File: src/rtl/core/bcsu_pkg.sv
// B-spline charge spreading unit: shared types, codes and helpers.
// No dependencies.
`default_nettype none
package bcsu_pkg;

    localparam logic [2:0] CMD_LOAD_COEF = 3'd0;
    localparam logic [2:0] CMD_LOAD_MAT  = 3'd1;
    localparam logic [2:0] CMD_CLEAR     = 3'd2;
    localparam logic [2:0] CMD_SPREAD    = 3'd3;
    localparam logic [2:0] CMD_READ      = 3'd4;

    localparam logic [1:0] STAT_DONE      = 2'd0;
    localparam logic [1:0] STAT_BAD_INDEX = 2'd1;
    localparam logic [1:0] STAT_SATURATED = 2'd2;

    // widest counters over the legal parameter range
    localparam int TAP_W_MAX  = 4;
    localparam int CELL_W_MAX = 21;

    typedef struct packed {
        logic        [2:0]  command;
        logic        [11:0] target_index;
        logic signed [31:0] load_value;
        logic signed [31:0] pos_x;
        logic signed [31:0] pos_y;
        logic signed [31:0] pos_z;
        logic signed [15:0] particle_charge;
    } bcsu_in_t;

    typedef struct packed {
        logic signed [47:0] cell_value;
        logic        [1:0]  status;
    } bcsu_out_t;

    typedef enum logic [4:0] {
        DP_NOP,
        DP_CAPTURE,
        DP_LOAD_COEF,
        DP_LOAD_MAT,
        DP_CLEAR,
        DP_READ,
        DP_MAT_MUL,
        DP_MAT_ACC,
        DP_H_INIT,
        DP_H_MUL,
        DP_H_ADD,
        DP_XY_MUL,
        DP_XY_SAT,
        DP_W_MUL,
        DP_W_SAT,
        DP_T_MUL,
        DP_T_ACC,
        DP_RESP
    } dp_op_t;

    typedef struct packed {
        dp_op_t                  op;
        logic [1:0]              row;
        logic [1:0]              col;
        logic [1:0]              axis;
        logic [TAP_W_MAX-1:0]    tap;
        logic [TAP_W_MAX-1:0]    hk;
        logic [TAP_W_MAX-1:0]    i;
        logic [TAP_W_MAX-1:0]    j;
        logic [TAP_W_MAX-1:0]    k;
        logic [CELL_W_MAX-1:0]   clr_addr;
    } dp_cmd_t;

    typedef struct packed {
        logic [2:0] command;
        logic       out_free;
    } dp_stat_t;

    function automatic logic signed [31:0] sat32(input logic signed [65:0] v);
        logic signed [31:0] r;
        if (v > 66'sd2147483647) begin
            r = 32'sh7FFF_FFFF;
        end else if (v < -66'sd2147483648) begin
            r = 32'sh8000_0000;
        end else begin
            r = v[31:0];
        end
        return r;
    endfunction

endpackage
`default_nettype wire

File: src/rtl/core/bcsu_ctrl.sv
// Controller: sequences the datapath through loads, grid clearing, matrix
// product, Horner weight evaluation and cell accumulation.
// Depends on bcsu_pkg.
`default_nettype none
module bcsu_ctrl
    import bcsu_pkg::*;
#(
    parameter int SPLINE_ORDER = 4,
    parameter int GRID_BITS_X  = 4,
    parameter int GRID_BITS_Y  = 4,
    parameter int GRID_BITS_Z  = 4
) (
    input  wire logic     aclk,
    input  wire logic     aresetn,
    input  wire logic     s_valid,
    output logic          s_ready,
    input  wire dp_stat_t stat,
    output dp_cmd_t       cmd
);

    localparam int HALF = SPLINE_ORDER / 2;
    localparam int TAPS = 2 * HALF;
    localparam int TW   = $clog2(TAPS);
    localparam int HW   = $clog2(SPLINE_ORDER);
    localparam int GB   = GRID_BITS_X + GRID_BITS_Y + GRID_BITS_Z;

    typedef enum logic [4:0] {
        S_CLR_RST, S_IDLE, S_EXEC, S_CLEAR, S_MAT_MUL, S_MAT_ACC,
        S_H_INIT, S_H_MUL, S_H_ADD, S_XY_MUL, S_XY_SAT, S_W_MUL,
        S_W_SAT, S_T_MUL, S_T_ACC, S_RESP
    } state_t;

    state_t        state_reg;
    logic [1:0]    row_reg;
    logic [1:0]    col_reg;
    logic [1:0]    axis_reg;
    logic [TW-1:0] tap_reg;
    logic [HW-1:0] hk_reg;
    logic [TW-1:0] i_reg;
    logic [TW-1:0] j_reg;
    logic [TW-1:0] k_reg;
    logic [GB-1:0] clr_reg;
    logic          last_tap;

    assign last_tap = 1'b1;
    assign s_ready  = (state_reg == S_IDLE);

    always_ff @(posedge aclk) begin
        if (!aresetn) begin
            state_reg <= S_CLR_RST;
            row_reg   <= '0;
            col_reg   <= '0;
            axis_reg  <= '0;
            tap_reg   <= '0;
            hk_reg    <= '0;
            i_reg     <= '0;
            j_reg     <= '0;
            k_reg     <= '0;
            clr_reg   <= '0;
        end else begin
            unique case (state_reg)
                S_CLR_RST: begin
                    clr_reg <= clr_reg + 1'b1;
                    if (&clr_reg) state_reg <= S_IDLE;
                end
                S_IDLE: begin
                    if (s_valid) state_reg <= S_EXEC;
                end
                S_EXEC: begin
                    unique case (stat.command)
                        CMD_CLEAR: begin
                            clr_reg   <= '0;
                            state_reg <= S_CLEAR;
                        end
                        CMD_SPREAD: begin
                            row_reg   <= '0;
                            col_reg   <= '0;
                            state_reg <= S_MAT_MUL;
                        end
                        default: state_reg <= S_RESP;
                    endcase
                end
                S_CLEAR: begin
                    clr_reg <= clr_reg + 1'b1;
                    if (&clr_reg) state_reg <= S_RESP;
                end
                S_MAT_MUL: state_reg <= S_MAT_ACC;
                S_MAT_ACC: begin
                    state_reg <= S_MAT_MUL;
                    if (col_reg == 2'd2) begin
                        col_reg <= '0;
                        if (row_reg == 2'd2) begin
                            axis_reg  <= '0;
                            tap_reg   <= '0;
                            state_reg <= S_H_INIT;
                        end else begin
                            row_reg <= row_reg + 2'd1;
                        end
                    end else begin
                        col_reg <= col_reg + 2'd1;
                    end
                end
                S_H_INIT: begin
                    hk_reg    <= HW'(SPLINE_ORDER - 2);
                    state_reg <= S_H_MUL;
                end
                S_H_MUL: state_reg <= S_H_ADD;
                S_H_ADD: begin
                    if (hk_reg == '0) begin
                        state_reg <= S_H_INIT;
                        if (tap_reg == TW'(TAPS - 1)) begin
                            tap_reg <= '0;
                            if (axis_reg == 2'd2) begin
                                i_reg     <= '0;
                                j_reg     <= '0;
                                state_reg <= S_XY_MUL;
                            end else begin
                                axis_reg <= axis_reg + 2'd1;
                            end
                        end else begin
                            tap_reg <= tap_reg + 1'b1;
                        end
                    end else begin
                        hk_reg    <= hk_reg - 1'b1;
                        state_reg <= S_H_MUL;
                    end
                end
                S_XY_MUL: state_reg <= S_XY_SAT;
                S_XY_SAT: begin
                    k_reg     <= '0;
                    state_reg <= S_W_MUL;
                end
                S_W_MUL: state_reg <= S_W_SAT;
                S_W_SAT: state_reg <= S_T_MUL;
                S_T_MUL: state_reg <= S_T_ACC;
                S_T_ACC: begin
                    if (k_reg == TW'(TAPS - 1)) begin
                        state_reg <= S_XY_MUL;
                        if (j_reg == TW'(TAPS - 1)) begin
                            j_reg <= '0;
                            if (i_reg == TW'(TAPS - 1) && last_tap) begin
                                state_reg <= S_RESP;
                            end else begin
                                i_reg <= i_reg + 1'b1;
                            end
                        end else begin
                            j_reg <= j_reg + 1'b1;
                        end
                    end else begin
                        k_reg     <= k_reg + 1'b1;
                        state_reg <= S_W_MUL;
                    end
                end
                S_RESP: begin
                    if (stat.out_free) state_reg <= S_IDLE;
                end
                default: state_reg <= S_IDLE;
            endcase
        end
    end

    always_comb begin
        cmd.row      = row_reg;
        cmd.col      = col_reg;
        cmd.axis     = axis_reg;
        cmd.tap      = TAP_W_MAX'(tap_reg);
        cmd.hk       = TAP_W_MAX'(hk_reg);
        cmd.i        = TAP_W_MAX'(i_reg);
        cmd.j        = TAP_W_MAX'(j_reg);
        cmd.k        = TAP_W_MAX'(k_reg);
        cmd.clr_addr = CELL_W_MAX'(clr_reg);
        cmd.op       = DP_NOP;
        unique case (state_reg)
            S_CLR_RST, S_CLEAR: cmd.op = DP_CLEAR;
            S_IDLE:    cmd.op = s_valid ? DP_CAPTURE : DP_NOP;
            S_EXEC: begin
                case (stat.command)
                    CMD_LOAD_COEF: cmd.op = DP_LOAD_COEF;
                    CMD_LOAD_MAT:  cmd.op = DP_LOAD_MAT;
                    CMD_READ:      cmd.op = DP_READ;
                    default:       cmd.op = DP_NOP;
                endcase
            end
            S_MAT_MUL: cmd.op = DP_MAT_MUL;
            S_MAT_ACC: cmd.op = DP_MAT_ACC;
            S_H_INIT:  cmd.op = DP_H_INIT;
            S_H_MUL:   cmd.op = DP_H_MUL;
            S_H_ADD:   cmd.op = DP_H_ADD;
            S_XY_MUL:  cmd.op = DP_XY_MUL;
            S_XY_SAT:  cmd.op = DP_XY_SAT;
            S_W_MUL:   cmd.op = DP_W_MUL;
            S_W_SAT:   cmd.op = DP_W_SAT;
            S_T_MUL:   cmd.op = DP_T_MUL;
            S_T_ACC:   cmd.op = DP_T_ACC;
            S_RESP:    cmd.op = stat.out_free ? DP_RESP : DP_NOP;
            default:   cmd.op = DP_NOP;
        endcase
    end

endmodule
`default_nettype wire

File: config.mk
export PLATFORM = sky130hd
export DESIGN_NAME = bcsu_ctrl
export DESIGN_NICKNAME = d
export VERILOG_FILES = /design/src/rtl/core/bcsu_pkg.sv /design/src/rtl/core/bcsu_ctrl.sv
export SDC_FILE = /design/constraint.sdc
export NUM_CORES = 1
export LEC_CHECK = 0
export ABC_AREA = 1
export BUFFER_PORTS_ARGS = -buffer_cell sky130_fd_sc_hd__clkbuf_2
export CAP_MARGIN = 25
export CELL_PAD_IN_SITES_DETAIL_PLACEMENT = 1
export CELL_PAD_IN_SITES_GLOBAL_PLACEMENT = 1
export CORE_MARGIN = 2
export CORE_UTILIZATION = 36
export CTS_BUF_LIST = sky130_fd_sc_hd__clkbuf_16
export CTS_CLUSTER_SIZE = 10
export DETAILED_ROUTE_END_ITERATION = 8
export PLACE_DENSITY_LB_ADDON = 0.1
export SYNTH_ARGS = -nofsm -noshare
export SYNTH_HDL_FRONTEND = slang
export SYNTH_SLANG_ARGS = --single-unit
File: constraint.sdc
create_clock -name aclk -period 1.68 [get_ports aclk]
set_input_delay 0.168 -clock aclk [delete_from_list [all_inputs] [get_ports aclk]]
set_output_delay 0.168 -clock aclk [all_outputs]
set_load 0.05 [all_outputs]
==> qor.yml <==
grt_pass1_wl_um: 12500
wirelength_um: 7690
grt_pass1_vias: 2633
antenna_found_initial: 0
min_period_ns: 1.67
worstPathRequired_ns: 1.51
worstPathArrival_ns: 1.50
clock_latency_ns: 0.28
ir_drop_v: 0.000835
clk_path_buf_depth: 2
syn_inst: 386
final.setup.worst_slack_ns: 0.0130
cellLeakagePower_nw: 1.52
die_h_um: 85.3
power-per-cell-area_nw_per_um2: 1550
core_area_um2: 6390
portBuffers: 40
stdcell_area_um2: 3160
cp-startpoint: "state_reg[0]"
placed_cell_area_um2: 2780
min_from: "aresetn"
vias: 2675
drc: 0
first_iter_violations: 83
fmax_mhz: 600
ios: 60
yosysTopAreaCell: "dfxtp_1"
reg2regPathDepth: 8
synth_top_area_share_pct: 26.9
dp.cells: 516
finalCritPeriodShare_pct: 99.2
dp_slack_ns: 0.0667
hold_path.class: "input pin to flop"
ys_types: 29
gp_congestion: 0.896
cts_tree: "yes"
hold-worst-slack_ns: 0.287
fin_cells: 534
reg2reg_to: "i_reg[0]"
setup_tns_ns: 0
nets: 472
cts-root-buf: "clkbuf_16"
p_total_mw: 4.91
drt_first_pass_iters: 4
synth_warnings: 0
critPathCaptureType: "output pin"
initial_core_util_pct: 37.2
numCtsBuffers: 5
cts.sinks: 32
overflow: 0
worst_hold_path.endpoint: "clr_reg[3]"
hold_viol: 0
drive_above_1_share_pct: 27.8
via_per_inst: 5.01
synthToLayoutAreaGrowth_pct: 33.1
ys_seq_area_share_pct: 26.9
status: "complete, no violations"
fillers: 855
largest_reg_flops: 12
reg2reg_from: "state_reg[3]"
path_clk_slew_ns: 0.05
mostFrequentLayoutCells: "nand2_1, nor2_1, clkbuf_2"
synth_area_um2: 2380
grt_max_degree: 18
slew_violations: 0
yosys-top-cells-area: "dfxtp_1, nand2_1, nor2_1"
cts-hold-fix-buffers: 0
grt_setup_unrepaired: "yes"
grtUsageTotal_pct: 21.3
route.detailed.wl_per_inst_um: 14.4
cap_violations: 0
start_kind: "flop"
rows: 29
crit_fanout: 6
syn_area_per_cell_um2: 6.16
cts_max_level: 2
n_antenna_cell: 0
setup_violations: 0
clock_skew_ns: 0.00358
final_common_cell: "nand2_1"
die_width_um: 85.3
r2r_setup_slack_ns: 0.15
ys_seq_elements: 32
worstSetupPathType: "flop to output pin"
hold_depth: 5
ant_nets: 0
final_util_pct: 49.5
dpl.hpwl_um: 5780
die_area_um2: 7270
==> power by group <==
part / switching [mW] / internal (mW)
Clock: 0.339 / 0.691
Sequential: 0.196 / 0.887
Combinational: 1.82 / 0.978
==> critical path, stage by stage, from the launching register on <==
cell	delay [ns]
dfxtp_4	0.39
nor2_2	0.22
nand2_1	0.14
nand2_4	0.12
inv_2	0.05
o2111ai_2	0.11
buf_12	0.18
==> kinds of logic (layout without fill, tap and decap cells) <==
logic type,after synthesis,after routing,synth area share (%)
flip-flops,32,32,26.9
adder cells (fa/ha/maj),9,9,4.74
AO/OA/AOI/OAI,53,53,12.5
other,1,19,0.158
buffers and inverters,65,118,13.9
AND/OR/NAND/NOR,226,226,41.7
==> synth_stat cells <==
| library cell | n |
|---|---|
| nand2_1 | 100 |
| nor2_1 | 60 |
| inv_1 | 34 |
| dfxtp_1 | 32 |
| nand3_1 | 31 |
| a21oi_1 | 28 |
| buf_4 | 21 |
| o21ai_0 | 14 |
| nand2_2 | 11 |
| ha_1 | 9 |
| nand4_1 | 9 |
| inv_2 | 6 |
| nor2_2 | 5 |
| nor2_4 | 4 |
| nor3_1 | 3 |
| o21ai_1 | 3 |
| clkbuf_1 | 2 |
| o21bai_1 | 2 |
| or2_2 | 2 |
| a21oi_4 | 1 |
| a22oi_1 | 1 |
| a31oi_1 | 1 |
| buf_6 | 1 |
| clkinv_1 | 1 |
| conb_1 | 1 |
| nand3b_1 | 1 |
| o2111ai_1 | 1 |
| o211a_1 | 1 |
| o21ai_2 | 1 |
==> area by class of cell <==
type	instances	area, um^2	share of cell area, %
repair buffers	69	483	15.3
flip-flops and latches	32	658	20.8
inverters	41	169	5.34
clock buffers	5	125	3.96
well taps	77	96.3	3.05
multi-input cells	307	1590	50.4
clock inverters	3	38.8	1.23
==> what timing repair did <==
| item | in CTS | in global routing |
|---|---|---|
| setup endpoints to repair | 6 | 13 |
| gates resized for setup | 16 | 28 |
| pin swaps | 1 | 7 |
| setup buffers | 1 | 9 |
==> routing by layer <==
layer	wire [um]	global-route usage [%]
met4	91	5.34
met1	3230	25.4
met2	4090	39.4
met5	0	0
met3	279	3.31
==> how the worst max path moves through the flow <==
stage / cells past startpoint / slack (ns) / end
finish: 6 / 0.01 / cmd[49]
global route: 7 / -0.06 / cmd[47]
CTS: 7 / -0.02 / cmd[49]
detailed placement: 6 / 0.07 / cmd[47]
global placement: 7 / 0.06 / cmd[47]
floorplan: 5 / -0.04 / cmd[47]
Power figures use the tool's default switching activity.
